File: src/design/sal_pkg.sv
// shared constants, codes and the probe record for the shelf atlas allocator
`timescale 1ns / 1ps
package sal_pkg;

	localparam int PAGE_WIDTH  = 1024;
	localparam int PAGE_HEIGHT = 1024;
	localparam int NUM_PAGES   = 4;

	localparam int DIM_MAX = (PAGE_WIDTH > PAGE_HEIGHT) ? PAGE_WIDTH : PAGE_HEIGHT;
	localparam int CW      = $clog2(DIM_MAX + 1);
	localparam int SW      = CW + 2;
	localparam int IW      = (NUM_PAGES > 1) ? $clog2(NUM_PAGES) : 1;

	localparam logic REQ_RESERVE = 1'b0;
	localparam logic REQ_TOUCH   = 1'b1;

	localparam logic MODE_SCAN  = 1'b0;
	localparam logic MODE_APPLY = 1'b1;

	localparam logic [1:0] ACT_NONE  = 2'd0;
	localparam logic [1:0] ACT_CLAIM = 2'd1;
	localparam logic [1:0] ACT_EVICT = 2'd2;
	localparam logic [1:0] ACT_TOUCH = 2'd3;

	typedef struct packed {
		logic          live;
		logic          mode;
		logic          place;
		logic [CW-1:0] w;
		logic [CW-1:0] h;
		logic [63:0]   tick_next;
		logic          found;
		logic [IW-1:0] page;
		logic [CW-1:0] x;
		logic [CW-1:0] y;
		logic [15:0]   gen;
		logic          has_free;
		logic [IW-1:0] free_idx;
		logic [IW-1:0] lru_idx;
		logic [63:0]   lru_val;
		logic [1:0]    act;
		logic [IW-1:0] target;
	} probe_t;

endpackage

File: src/design/sal_ifs.sv
// request and result channel interfaces
`timescale 1ns / 1ps
interface sal_req_if;
	logic        valid;
	logic        ready;
	logic        req_type;
	logic [10:0] rect_width;
	logic [10:0] rect_height;
	logic [1:0]  touch_page;

	modport source (output valid, req_type, rect_width, rect_height, touch_page, input ready);
	modport sink (input valid, req_type, rect_width, rect_height, touch_page, output ready);
endinterface

interface sal_res_if;
	logic        valid;
	logic        ready;
	logic        status;
	logic [1:0]  placed_page;
	logic [9:0]  placed_x;
	logic [9:0]  placed_y;
	logic [15:0] page_gen;
	logic        evicted;
	logic [31:0] eviction_total;

	modport source (output valid, status, placed_page, placed_x, placed_y, page_gen, evicted,
		eviction_total, input ready);
	modport sink (input valid, status, placed_page, placed_x, placed_y, page_gen, evicted,
		eviction_total, output ready);
endinterface

File: src/design/sal_cell.sv
// one page cell: holds a page's shelf state and updates the passing probe
`timescale 1ns / 1ps
module sal_cell (
	input  logic                  clk,
	input  logic                  arst_n,
	input  logic [sal_pkg::IW-1:0] cell_idx,
	input  sal_pkg::probe_t       probe_in,
	output sal_pkg::probe_t       probe_out
);
	import sal_pkg::*;

	logic          in_use_q;
	logic [15:0]   gen_q;
	logic [CW-1:0] top_q;
	logic [CW-1:0] height_q;
	logic [CW-1:0] fill_q;
	logic [63:0]   stamp_q;
	probe_t        probe_q;
	probe_t        probe_nxt;

	logic [SW-1:0] sum_col;
	logic [SW-1:0] below;
	logic          fits_shelf;
	logic          fits_new;
	logic          scan_live;
	logic          scan_hit;
	logic          apply_hit;

	assign sum_col    = SW'(fill_q) + SW'(probe_in.w);
	assign below      = SW'(top_q) + SW'(height_q);
	assign fits_shelf = (sum_col <= SW'(PAGE_WIDTH)) && (probe_in.h <= height_q);
	assign fits_new   = (below + SW'(probe_in.h)) <= SW'(PAGE_HEIGHT);
	assign scan_live  = probe_in.live && (probe_in.mode == MODE_SCAN);
	assign scan_hit   = scan_live && probe_in.place && in_use_q && !probe_in.found
		&& (fits_shelf || fits_new);
	assign apply_hit  = probe_in.live && (probe_in.mode == MODE_APPLY)
		&& (probe_in.target == cell_idx);

	always_comb begin
		probe_nxt = probe_in;
		if (scan_hit) begin
			probe_nxt.found = 1'b1;
			probe_nxt.page  = cell_idx;
			probe_nxt.gen   = gen_q;
			if (fits_shelf) begin
				probe_nxt.x = fill_q;
				probe_nxt.y = top_q;
			end else begin
				probe_nxt.x = '0;
				probe_nxt.y = CW'(below);
			end
		end
		if (scan_live && !in_use_q && !probe_in.has_free) begin
			probe_nxt.has_free = 1'b1;
			probe_nxt.free_idx = cell_idx;
		end
		if (scan_live && ((cell_idx == '0) || (stamp_q < probe_in.lru_val))) begin
			probe_nxt.lru_idx = cell_idx;
			probe_nxt.lru_val = stamp_q;
		end
		if (apply_hit) begin
			probe_nxt.gen = (probe_in.act == ACT_EVICT) ? gen_q + 16'd1 : gen_q;
		end
	end

	always_ff @(posedge clk or negedge arst_n) begin
		if (!arst_n) begin
			in_use_q <= 1'b0;
			gen_q    <= '0;
			top_q    <= '0;
			height_q <= '0;
			fill_q   <= '0;
			stamp_q  <= '0;
			probe_q  <= '0;
		end else begin
			probe_q <= probe_nxt;
			if (scan_hit) begin
				stamp_q <= probe_in.tick_next;
				if (fits_shelf) begin
					fill_q <= CW'(sum_col);
				end else begin
					top_q    <= CW'(below);
					height_q <= probe_in.h;
					fill_q   <= probe_in.w;
				end
			end
			if (apply_hit) begin
				case (probe_in.act)
					ACT_CLAIM: begin
						in_use_q <= 1'b1;
						top_q    <= '0;
						height_q <= probe_in.h;
						fill_q   <= probe_in.w;
						stamp_q  <= probe_in.tick_next;
					end
					ACT_EVICT: begin
						gen_q    <= gen_q + 16'd1;
						top_q    <= '0;
						height_q <= probe_in.h;
						fill_q   <= probe_in.w;
						stamp_q  <= probe_in.tick_next;
					end
					ACT_TOUCH: begin
						stamp_q <= probe_in.tick_next;
					end
					default: begin
					end
				endcase
			end
		end
	end

	assign probe_out = probe_q;
endmodule

File: src/design/shelf_atlas_allocator_lru_top.sv
// top level: request control, row of page cells and result register
//
// Use: a request on req either reserves a rect_width by rect_height
// rectangle (req_type 0) or marks touch_page as recently used (req_type 1).
// Every request gives exactly one result on res: the page, corner and
// generation of the placement, whether a page was evicted, and the running
// eviction count. A rectangle larger than a page returns status 1.
// A request goes twice along the row of page cells, one cell per cycle:
// a scan pass that places on the first in-use page with room and finds the
// first free page and the least recently used one, then an apply pass that
// claims, evicts or touches the chosen page. A new request can be taken at
// the earliest in the cycle after the result is loaded.
// req.ready is high only between requests. A result waits in the output
// register while res.ready is low; a finished request then holds in its
// last step and no new request is taken until that result moves out.
// Reset empties all pages and clears generations, use ticks and counts.
`timescale 1ns / 1ps
module shelf_atlas_allocator_lru_top (
	input logic clk,
	input logic arst_n,
	sal_req_if.sink   req,
	sal_res_if.source res
);
	import sal_pkg::*;

	localparam logic [2:0] ST_IDLE     = 3'd0;
	localparam logic [2:0] ST_SCAN_GO  = 3'd1;
	localparam logic [2:0] ST_SCAN     = 3'd2;
	localparam logic [2:0] ST_APPLY_GO = 3'd3;
	localparam logic [2:0] ST_APPLY    = 3'd4;
	localparam logic [2:0] ST_DRAIN    = 3'd5;

	logic [2:0]    state_q;
	logic          req_type_q;
	logic          over_q;
	logic          touch_ok_q;
	logic [CW-1:0] w_q;
	logic [CW-1:0] h_q;
	logic [1:0]    touch_q;
	logic [63:0]   tick_next_q;
	logic [63:0]   use_tick_q;
	logic [31:0]   evict_cnt_q;
	logic          found_q;
	logic [IW-1:0] page_q;
	logic [CW-1:0] x_q;
	logic [CW-1:0] y_q;
	logic [15:0]   gen_a_q;
	logic [15:0]   gen_b_q;
	logic [1:0]    act_q;
	logic [IW-1:0] target_q;

	logic          res_valid_q;
	logic          res_status_q;
	logic [1:0]    res_page_q;
	logic [9:0]    res_x_q;
	logic [9:0]    res_y_q;
	logic [15:0]   res_gen_q;
	logic          res_evicted_q;
	logic [31:0]   res_total_q;

	probe_t              link [NUM_PAGES+1];
	probe_t              head;
	logic [NUM_PAGES-1:0] live_vec;
	probe_t              last;
	logic                accept;
	logic                over_now;
	logic                placing;
	logic                load_res;

	logic          r_status;
	logic [1:0]    r_page;
	logic [9:0]    r_x;
	logic [9:0]    r_y;
	logic [15:0]   r_gen;

	assign accept   = req.valid && req.ready;
	assign req.ready = (state_q == ST_IDLE);
	assign over_now = ({2'b00, req.rect_width} > 13'(PAGE_WIDTH))
		|| ({2'b00, req.rect_height} > 13'(PAGE_HEIGHT));
	assign placing  = (req_type_q == REQ_RESERVE) && !over_q;
	assign last     = link[NUM_PAGES];
	assign load_res = (state_q == ST_DRAIN) && (!res_valid_q || res.ready);

	always_comb begin
		head           = '0;
		head.live      = (state_q == ST_SCAN_GO) || (state_q == ST_APPLY_GO);
		head.mode      = (state_q == ST_APPLY_GO) ? MODE_APPLY : MODE_SCAN;
		head.place     = placing;
		head.w         = w_q;
		head.h         = h_q;
		head.tick_next = tick_next_q;
		head.act       = act_q;
		head.target    = target_q;
	end

	assign link[0] = head;

	genvar k;
	generate
		for (k = 0; k < NUM_PAGES; k++) begin : g_cell
			sal_cell u_cell (
				.clk       (clk),
				.arst_n    (arst_n),
				.cell_idx  (IW'(k)),
				.probe_in  (link[k]),
				.probe_out (link[k+1])
			);
			assign live_vec[k] = link[k+1].live;
		end
	endgenerate

	always_ff @(posedge clk or negedge arst_n) begin
		if (!arst_n) begin
			state_q     <= ST_IDLE;
			use_tick_q  <= '0;
			evict_cnt_q <= '0;
			act_q       <= ACT_NONE;
			target_q    <= '0;
		end else begin
			case (state_q)
				ST_IDLE: begin
					if (accept) begin
						state_q <= ST_SCAN_GO;
						act_q   <= ACT_NONE;
					end
				end
				ST_SCAN_GO: begin
					state_q <= ST_SCAN;
				end
				ST_SCAN: begin
					if (last.live) begin
						state_q <= ST_APPLY_GO;
						if (req_type_q == REQ_TOUCH ? touch_ok_q : !over_q) begin
							use_tick_q <= tick_next_q;
						end
						if (req_type_q == REQ_TOUCH) begin
							act_q    <= touch_ok_q ? ACT_TOUCH : ACT_NONE;
							target_q <= IW'(touch_q);
						end else if (over_q || last.found) begin
							act_q <= ACT_NONE;
						end else if (last.has_free) begin
							act_q    <= ACT_CLAIM;
							target_q <= last.free_idx;
						end else begin
							act_q       <= ACT_EVICT;
							target_q    <= last.lru_idx;
							evict_cnt_q <= evict_cnt_q + 32'd1;
						end
					end
				end
				ST_APPLY_GO: begin
					state_q <= ST_APPLY;
				end
				ST_APPLY: begin
					if (last.live) begin
						state_q <= ST_DRAIN;
					end
				end
				ST_DRAIN: begin
					if (load_res) begin
						state_q <= ST_IDLE;
					end
				end
				default: begin
					state_q <= ST_IDLE;
				end
			endcase
		end
	end

	always_ff @(posedge clk) begin
		if (accept) begin
			req_type_q  <= req.req_type;
			over_q      <= over_now;
			touch_ok_q  <= (int'(req.touch_page) < NUM_PAGES);
			w_q         <= CW'(req.rect_width);
			h_q         <= CW'(req.rect_height);
			touch_q     <= req.touch_page;
			tick_next_q <= use_tick_q + 64'd1;
		end
		if ((state_q == ST_SCAN) && last.live) begin
			found_q <= last.found;
			page_q  <= last.page;
			x_q     <= last.x;
			y_q     <= last.y;
			gen_a_q <= last.gen;
		end
		if ((state_q == ST_APPLY) && last.live) begin
			gen_b_q <= last.gen;
		end
	end

	always_comb begin
		r_status = placing ? 1'b0 : ((req_type_q == REQ_RESERVE) ? 1'b1 : 1'b0);
		r_page   = '0;
		r_x      = '0;
		r_y      = '0;
		r_gen    = '0;
		if (req_type_q == REQ_TOUCH) begin
			r_page = touch_q;
			r_gen  = touch_ok_q ? gen_b_q : 16'd0;
		end else if (!over_q) begin
			if (found_q) begin
				r_page = 2'(page_q);
				r_x    = 10'(x_q);
				r_y    = 10'(y_q);
				r_gen  = gen_a_q;
			end else begin
				r_page = 2'(target_q);
				r_gen  = gen_b_q;
			end
		end
	end

	always_ff @(posedge clk or negedge arst_n) begin
		if (!arst_n) begin
			res_valid_q <= 1'b0;
		end else if (load_res) begin
			res_valid_q <= 1'b1;
		end else if (res.ready) begin
			res_valid_q <= 1'b0;
		end
	end

	always_ff @(posedge clk) begin
		if (load_res) begin
			res_status_q  <= r_status;
			res_page_q    <= r_page;
			res_x_q       <= r_x;
			res_y_q       <= r_y;
			res_gen_q     <= r_gen;
			res_evicted_q <= (act_q == ACT_EVICT);
			res_total_q   <= evict_cnt_q;
		end
	end

	assign res.valid          = res_valid_q;
	assign res.status         = res_status_q;
	assign res.placed_page    = res_page_q;
	assign res.placed_x       = res_x_q;
	assign res.placed_y       = res_y_q;
	assign res.page_gen       = res_gen_q;
	assign res.evicted        = res_evicted_q;
	assign res.eviction_total = res_total_q;

	a_one_probe: assert property (@(posedge clk) disable iff (!arst_n)
		$onehot0(live_vec))
		else $error("more than one probe in the cell row");

	a_idle_row: assert property (@(posedge clk) disable iff (!arst_n)
		req.ready |-> (live_vec == '0))
		else $error("request taken while a probe is in the row");

	a_res_from_drain: assert property (@(posedge clk) disable iff (!arst_n)
		$rose(res.valid) |-> ($past(state_q) == ST_DRAIN))
		else $error("result appeared outside the drain step");

	a_evict_count: assert property (@(posedge clk) disable iff (!arst_n)
		(evict_cnt_q != $past(evict_cnt_q)) |-> ($past(state_q) == ST_SCAN))
		else $error("eviction count moved outside the scan return");
endmodule
File: src/flat_wrapper.sv
// flat-port wrapper written by rule: the top's interface ports become plain ports
module shelf_atlas_allocator_lru_top_flat import sal_pkg::*;
  (clk, arst_n, req_valid, req_req_type, req_rect_width, req_rect_height, req_touch_page, req_ready, res_valid, res_status, res_placed_page, res_placed_x, res_placed_y, res_page_gen, res_evicted, res_eviction_total, res_ready);
  sal_req_if req_i ();
  sal_res_if res_i ();
  input logic clk;
  input logic arst_n;
  input wire logic [$bits(req_i.valid)-1:0] req_valid;
  input wire logic [$bits(req_i.req_type)-1:0] req_req_type;
  input wire logic [$bits(req_i.rect_width)-1:0] req_rect_width;
  input wire logic [$bits(req_i.rect_height)-1:0] req_rect_height;
  input wire logic [$bits(req_i.touch_page)-1:0] req_touch_page;
  output wire logic [$bits(req_i.ready)-1:0] req_ready;
  output wire logic [$bits(res_i.valid)-1:0] res_valid;
  output wire logic [$bits(res_i.status)-1:0] res_status;
  output wire logic [$bits(res_i.placed_page)-1:0] res_placed_page;
  output wire logic [$bits(res_i.placed_x)-1:0] res_placed_x;
  output wire logic [$bits(res_i.placed_y)-1:0] res_placed_y;
  output wire logic [$bits(res_i.page_gen)-1:0] res_page_gen;
  output wire logic [$bits(res_i.evicted)-1:0] res_evicted;
  output wire logic [$bits(res_i.eviction_total)-1:0] res_eviction_total;
  input wire logic [$bits(res_i.ready)-1:0] res_ready;
  assign req_i.valid = req_valid;
  assign req_i.req_type = req_req_type;
  assign req_i.rect_width = req_rect_width;
  assign req_i.rect_height = req_rect_height;
  assign req_i.touch_page = req_touch_page;
  assign req_ready = req_i.ready;
  assign res_valid = res_i.valid;
  assign res_status = res_i.status;
  assign res_placed_page = res_i.placed_page;
  assign res_placed_x = res_i.placed_x;
  assign res_placed_y = res_i.placed_y;
  assign res_page_gen = res_i.page_gen;
  assign res_evicted = res_i.evicted;
  assign res_eviction_total = res_i.eviction_total;
  assign res_i.ready = res_ready;
  shelf_atlas_allocator_lru_top u_core (.clk(clk), .arst_n(arst_n), .req(req_i), .res(res_i));
endmodule
File: config.mk
export PLATFORM = sky130hd
export DESIGN_NAME = shelf_atlas_allocator_lru_top_flat
export DESIGN_NICKNAME = d
export VERILOG_FILES = /design/src/design/sal_pkg.sv /design/src/design/sal_ifs.sv /design/src/design/sal_cell.sv /design/src/design/shelf_atlas_allocator_lru_top.sv /design/src/flat_wrapper.sv
export SDC_FILE = /design/constraint.sdc
export NUM_CORES = 2
export LEC_CHECK = 0
export BUFFER_PORTS_ARGS = -buffer_cell sky130_fd_sc_hd__buf_2
export CORE_ASPECT_RATIO = 0.7
export CORE_MARGIN = 10
export CORE_UTILIZATION = 59
export DETAILED_ROUTE_END_ITERATION = 16
export PLACE_DENSITY = 0.75
export SKIP_CTS_REPAIR_TIMING = 1
export SYNTH_ARGS = -nofsm -noshare
export SYNTH_HDL_FRONTEND = slang
export SYNTH_SLANG_ARGS = --single-unit
File: constraint.sdc
create_clock -name clk -period 7.4 [get_ports clk]
set_clock_uncertainty 0.2 [all_clocks]
set_input_delay 0.74 -clock clk [delete_from_list [all_inputs] [get_ports clk]]
set_output_delay 0.74 -clock clk [all_outputs]
set_load 0.05 [all_outputs]
* Word-level counts from Yosys, hierarchy flattened
Index checks and enable logic that the tools add are counted.
** Storage, ports and cells
- Flip-flop bits (word level) :: 1431
- Input port bits :: 29
** Operators by class
- Add/subtract/negate cells :: 18
- Magnitude comparators :: 17
- Equality and inequality tests :: 25
- Multiplexer cells :: 109
- Bitwise gates (word level) :: 8
- Reductions and logical operators :: 88
** Operator list (number)
- 2-to-1 mux 64 bit :: 13
- 2-to-1 mux 11 bit :: 48
- 2-to-1 mux 66 bit :: 3
- less-than comparator 64 bit :: 3
- 2-to-1 mux 16 bit :: 11
- 2-to-1 mux 41 bit :: 4
- <= comparator 13 x 11 -> 1 bit, second input constant :: 8
- adder 11 x 11 -> 12 bit :: 8
- 2-to-1 mux 22 bit :: 4
- adder 16 x 1 -> 16 bit, second input constant :: 4
- adder 64 x 1 -> 64 bit, second input constant :: 1
- adder 12 x 11 -> 13 bit :: 4
- logical AND 1 bit :: 46
- <= comparator 11 bit :: 4
- adder 32 x 1 -> 32 bit, second input constant :: 1
- 2-to-1 mux 3 bit :: 8
- greater-than comparator 11 bit, second input constant :: 2
- 2-to-1 mux 2 bit :: 11
- equality test 2 bit, second input constant :: 10
- case mux 3 bit (6 select lines) :: 1
- OR reduction 3 bit :: 5
- logical NOT 1 bit :: 12
- equality test 2 x 1 -> 1 bit, second input constant :: 5
- AND reduction 3 bit :: 3
- 16 further kinds :: 46

* Logic depth before layout (Yosys ltp)
- Word-level depth :: 10
- Gate-level depth with buffers :: 23
- Gate-level depth less buffers :: 20

* Cells and area by module
From an unflattened synthesis, not the netlist that was laid out.
** Unflattened totals
- Cells, all modules :: 5732
- Area total of the unflattened synthesis :: 72195.5 µm²
** By module, submodules not included
- sal_cell (u_core.g_cell[0].u_cell ...) :: times used 3, cells an instance 1207, area each 14868.0 µm², seq. area each 7932.6 µm²
- sal_cell (u_core.g_cell[1].u_cell) :: times used 1, cells an instance 1231, area each 14806.7 µm², seq. area each 7932.6 µm²
- shelf_atlas_allocator_lru_top :: times used 1, cells an instance 880, area each 12784.8 µm², seq. area each 9118.7 µm²

* Least setup slack after synthesis
OpenSTA, ideal clock, no wires.
- Kind :: input-to-reg
- Start point :: input res_ready
- End point :: register u_core.res_evicted_q (netlist: u_core.res.evicted) (enable)
- Setup time :: 0.511 ns
- Arrival :: 4.202 ns
- Required time :: 6.689 ns
- Path slack :: 2.486 ns
- Stages :: 3
- Buffers on the path :: 0
- Cells stage by stage :: nand2b_1 and2_1 nor2b_1
** On the way
- Word-level cells in the longest chain between the ends :: 2
** Ends and longest elaborated chain
- start, declared :: RTL line flat_wrapper.sv:22 : input wire logic [$bits(res_i.ready)-1:0] res_ready;
- logical OR 1 bit :: RTL line shelf_atlas_allocator_lru_top.sv:82 : assign load_res = (state_q == ST_DRAIN) && (!res_valid_q || res.ready);
- logical AND 1 bit :: RTL line shelf_atlas_allocator_lru_top.sv:82
- named net u_core.load_res :: RTL line shelf_atlas_allocator_lru_top.sv:68 : logic load_res;
- end signal, assigned :: RTL line shelf_atlas_allocator_lru_top.sv:232 : res_evicted_q <= (act_q == ACT_EVICT);
- end, declared :: RTL line shelf_atlas_allocator_lru_top.sv:58 : logic res_evicted_q;
The timed path passes the listed nets, and every way through them passes these cells.
A chain may end at the register's enable or synchronous reset.

* Worst setup path after layout
- Start point :: register u_core.g_cell[3].u_cell.top_q[0]
- End point :: register u_core.g_cell[3].u_cell.height_q[3]
** On the way
- Word-level cells in the longest chain between the ends :: 8
** Ends and longest elaborated chain
- start, declared :: RTL line sal_cell.sv:14 : logic [CW-1:0] top_q;
- start signal, assigned :: RTL line sal_cell.sv:82 : top_q <= CW'(below);
- adder 11 x 11 -> 12 bit * :: RTL line sal_cell.sv:30 : assign below = SW'(top_q) + SW'(height_q);
- adder 12 x 11 -> 13 bit * :: RTL line sal_cell.sv:32 : assign fits_new = (below + SW'(probe_in.h)) <= SW'(PAGE_HEIGHT);
- <= comparator 13 x 11 -> 1 bit * :: RTL line sal_cell.sv:32
- logical OR 1 bit * :: RTL line sal_cell.sv:35 : && (fits_shelf || fits_new);
- logical AND 1 bit * :: RTL line sal_cell.sv:35
- 2-to-1 mux 11 bit * :: RTL line sal_cell.sv:77 : if (scan_hit) begin
- 2-to-1 mux 11 bit :: RTL line sal_cell.sv:88 : case (probe_in.act)
- 2-to-1 mux 11 bit * :: RTL line sal_cell.sv:87 : if (apply_hit) begin
- end signal, assigned :: RTL line sal_cell.sv:83 : height_q <= probe_in.h;
- end signal, assigned :: RTL line sal_cell.sv:92 : height_q <= probe_in.h;
- end signal, assigned :: RTL line sal_cell.sv:99 : height_q <= probe_in.h;
- end, declared :: RTL line sal_cell.sv:15 : logic [CW-1:0] height_q;
Mark *: on every way between the ends. The rest lies on a longest branch, timed or not.

==> flow_summary_export.csv <==
group,metric,value,unit
timing,setup_total_negative_slack,0,ps
grt,grt_overflow,0,
floorplanning,chipWidth,411,µm
yosys,synth_warnings,0,
clocking,htreeDepth,4,
placement,gp_congestion,0.902,
timing,finalSetupViolations,0,
route,wire_per_inst,21.4,µm
grt,first_global_vias,39700,
yosys,synth-seq-cells,1416,
power,cellLeakagePower,33.1,nW
yosys,synth_area_leaders,"dfrtp_1 (48%), edfxtp_1 (10%), ha_1 (7.6%), mux2_2 (4.9%), mux2_1 (3.7%)",
critical_path,r2r_cells,21,
critical_path,critPathMostFrequentCell,"o21ai_0",
min_path,hold_end,"u_core.touch_q[0]$_DFFE_PP_",
yosys,avgSynthCellArea,12.5,µm²
placement,port_buffers,102,
min_path,min_path_type,"input pin to flop",
grt,grt_pass1_wl,228000,µm
final_layout,drive_gt1_frac,0.130,
critical_path,regToRegSetupSlack,1510,ps
final_layout,fillCellCount,7643,
final_layout,areaGrowthSynthToFinish,10.6,%
floorplanning,coreArea,0.106,mm²
critical_path,crit_family,"compound AO/OA/AOI/OAI gates",
yosys,async_reset_ff_frac,0.847,
critical_path,slowest_stage,"o21ai_1",
route,first_iter_violations,3364,
timing,slew_headroom,0.234,
critical_path,slowest_delay,870,ps
clocking,ctsRootBufferMaster,"clkbuf_16",
timing,min_period,5890,ps
yosys,synth_edf_count,217,
route,drt-total-wl,143000,µm
grt,track_usage,0.238,
outcome,status,"finished clean",
grt,grt_max_degree,183,
route,vias,39700,
timing,max_clock_freq,0.170,GHz
power,ir_worst_vdd,440,µV
critical_path,r2r_end,"u_core.g_cell[3].u_cell.height_q[3]$_DFF_PN0_",
critical_path,worstPathRequired,7830,ps
floorplanning,rows,100,
clocking,cts_tree,"built",
critical_path,regToRegStartpoint,"u_core.g_cell[3].u_cell.top_q[0]$_DFF_PN0_",
power,pwr-share-comb,0.309,
floorplanning,start_util,0.594,
critical_path,critPathKind,"flop to flop",
floorplanning,dieArea,0.121,mm²
yosys,synthTopCellsByCount,"dfrtp_1 (1199), ha_1 (383), inv_1 (347)",
floorplanning,die_h,294,µm
power,switchingPower,8.92,mW
route,drt-vias-per-instance,5.92,
clocking,cts_buffers,131,
final_layout,nNetsFinal,5593,
placement,dp_hpwl,101000,µm
critical_path,crit_chain,"ha_1 > inv_1 > fa_1 > nor2b_1 > o21ai_0 > a21boi_0 > o21ai_0 > nand2_1 > xor2_1 > ha_1 > nor2_1 > nor2_1 > o2111ai_1 > a21boi_1 > o21ai_0 > or3_1 > a22o_1 > buf_4 > o21ai_1 > buf_4 > mux2_2",
yosys,synth_cell_type_count,95,
timing,tightest_slew,1140,ps
timing,drv_slew,0,
power,clkPwrFrac,0.271,
power,p_seq_frac,0.419,
yosys,yosysSeqAreaShare,0.579,
yosys,synth_area,0.0631,mm²
yosys,yosysMostFrequentCell,"dfrtp_1",
final_layout,diodes,0,
critical_path,crit_arrival,6320,ps
min_path,min_from,"req_touch_page[0]",
power,switching_share,0.345,
final_layout,instances_no_fill,6706,
yosys,netlist.area_leader.share,0.476,
power,p_total,25.9,mW
critical_path,cp.buffers_inverters,3,
grt,antenna_found_initial,8,
floorplanning,ios,103,
power,cellPowerDensity,370,mW/mm²
placement,place_inst,6462,
yosys,synth_fp_nets,5462,
timing,finalHoldViolCount,0,
final_layout,utilization,0.657,
clocking,insertion_delay,750,ps
route,ant_nets,0,
min_path,hold-path-cell-count,1,
power,p_int,16.9,mW
yosys,yosysTopAreaCell,"dfrtp_1",
yosys,ys.flop_type,"dfrtp_1",
critical_path,cp_max_fo,16,
route,drc,0,
critical_path,start_kind,"flop",
route,drt_first_pass_iters,5,
critical_path,crit_path_end_kind,"flop",
yosys,syn_inst,5038,
critical_path,cp_num_cells,21,
clocking,cts_sinks,1416,
timing,rsz0062_at_grt,"false",
clocking,clockBufferDepth,3,
timing,finalCritPeriodShare,0.795,
run,maxCapViolations,0,
clocking,clkTransAtPathRegs,60,ps
## cell usage in the layout, fill, tap and decap left out, types with 20 or more instances in the layout
cell type,instances
a211oi_1,48
a21o_1,87
a21oi_1,198
a221o_1,46
a221oi_1,22
a22o_1,48
and2_1,94
and3_1,81
buf_2,101
buf_4,33
clkbuf_1,30
clkbuf_16,137
dfrtp_1,1199
edfxtp_1,217
ha_1,383
inv_1,346
mux2_1,209
mux2_2,273
mux2i_1,58
nand2_1,180
nand2b_1,28
nand3_1,102
nand4_1,73
nor2_1,274
nor2b_1,34
nor3_1,82
nor4_1,26
o211ai_1,20
o21a_1,26
o21ai_0,201
o31ai_1,30
or3_1,25
xnor2_1,142
xor2_1,82
## layout make-up
| class | count | area (µm²) | area share |
|---|---|---|---|
| Clock buffer | 186 | 3800 | 0.0545 |
| Clock inverter | 56 | 707 | 0.0101 |
| Tap cell | 1428 | 1790 | 0.0256 |
| Timing Repair Buffer | 146 | 973 | 0.0139 |
| Multi-Input combinational cell | 3126 | 24700 | 0.354 |
| Inverter | 348 | 1310 | 0.0188 |
| Sequential cell | 1416 | 36500 | 0.523 |
## worst register-to-register path: stages (launching register included)
cell and delay, ps:
dfrtp_1 400, ha_1 240, inv_1 70, fa_1 210, nor2b_1 60, o21ai_0 220, a21boi_0 150, o21ai_0 320
nand2_1 110, xor2_1 170, ha_1 420, nor2_1 100, nor2_1 160, o2111ai_1 170, a21boi_1 210, o21ai_0 120
or3_1 390, a22o_1 250, buf_4 200, o21ai_1 870, buf_4 360, mux2_2 360
## power by group through the flow
stage	Combinational, mW	Sequential, mW	Clock, mW
after global placement	7.73	10.9	0
after CTS	7.98	10.8	7.13
final	8.00	10.8	7.02
after floorplan	5.54	10.5	0
after detailed placement	7.89	10.9	0
after global routing	8.82	11.0	7.48
## cell families after synthesis
kind of cell,count (synthesis),synth area share
adder cells (fa/ha/maj),395,0.0798
XOR/XNOR,224,0.0311
buffers and inverters,496,0.0310
flip-flops,1416,0.579
AO/OA/AOI/OAI,890,0.0971
multiplexers,540,0.0952
AND/OR/NAND/NOR,1077,0.0871
## worst max-delay path by stage
stage	start	to	slack (ps)
floorplan	res_ready	u_core.res.evicted$_DFFE_PP_	2490
global placement	u_core.g_cell[3].u_cell.height_q[0]$_DFF_PN0_	u_core.g_cell[3].u_cell.stamp_q[54]$_DFF_PN0_	1660
detailed placement	u_core.g_cell[3].u_cell.height_q[0]$_DFF_PN0_	u_core.g_cell[3].u_cell.stamp_q[50]$_DFF_PN0_	1620
CTS	u_core.g_cell[3].u_cell.height_q[0]$_DFF_PN0_	u_core.g_cell[3].u_cell.stamp_q[43]$_DFF_PN0_	1550
global route	u_core.g_cell[3].u_cell.height_q[0]$_DFF_PN0_	u_core.g_cell[3].u_cell.stamp_q[43]$_DFF_PN0_	1120
finish	u_core.g_cell[3].u_cell.top_q[0]$_DFF_PN0_	u_core.g_cell[3].u_cell.height_q[3]$_DFF_PN0_	1510
## through the flow
stage,hold slack [ps],instance area [µm²],setup slack (ps)
after floorplan,147,63100,2490
after global placement,152,65300,1660
after detailed placement,155,65300,1620
after CTS,-219,69800,1550
after global routing,9.84,69800,1120
final,38.3,69800,1510
## layer usage
metal	wire length, µm	track usage	up-vias
li1	-	-	18300
met1	67700	0.352	20000
met2	63500	0.361	1145
met3	8360	0.0397	250
met4	3680	0.0713	8
met5	67	0	-
## sequential cells by signal, summed over array words and instances (netlist names), 3 cells and up
signal and cells:
u_core.res.placed_y 10, u_core.g_cell.u_cell.probe_out 639, u_core.g_cell.u_cell.top_q 44, u_core.use_tick_q 64, u_core.gen_a_q 16, u_core.res.page_gen 16
u_core.g_cell.u_cell.fill_q 44, u_core.res.eviction_total 32, u_core.g_cell.u_cell.stamp_q 256, u_core.h_q 11, u_core.g_cell.u_cell.gen_q 64, u_core.evict_cnt_q 32
u_core.gen_b_q 16, u_core.tick_next_q 64, u_core.y_q 10, u_core.w_q 11, u_core.g_cell.u_cell.height_q 44, u_core.state_q 3
u_core.x_q 10, u_core.g_cell.u_cell.in_use_q 4, u_core.res.placed_x 10
Note: power is estimated with default switching activity, not from simulation.
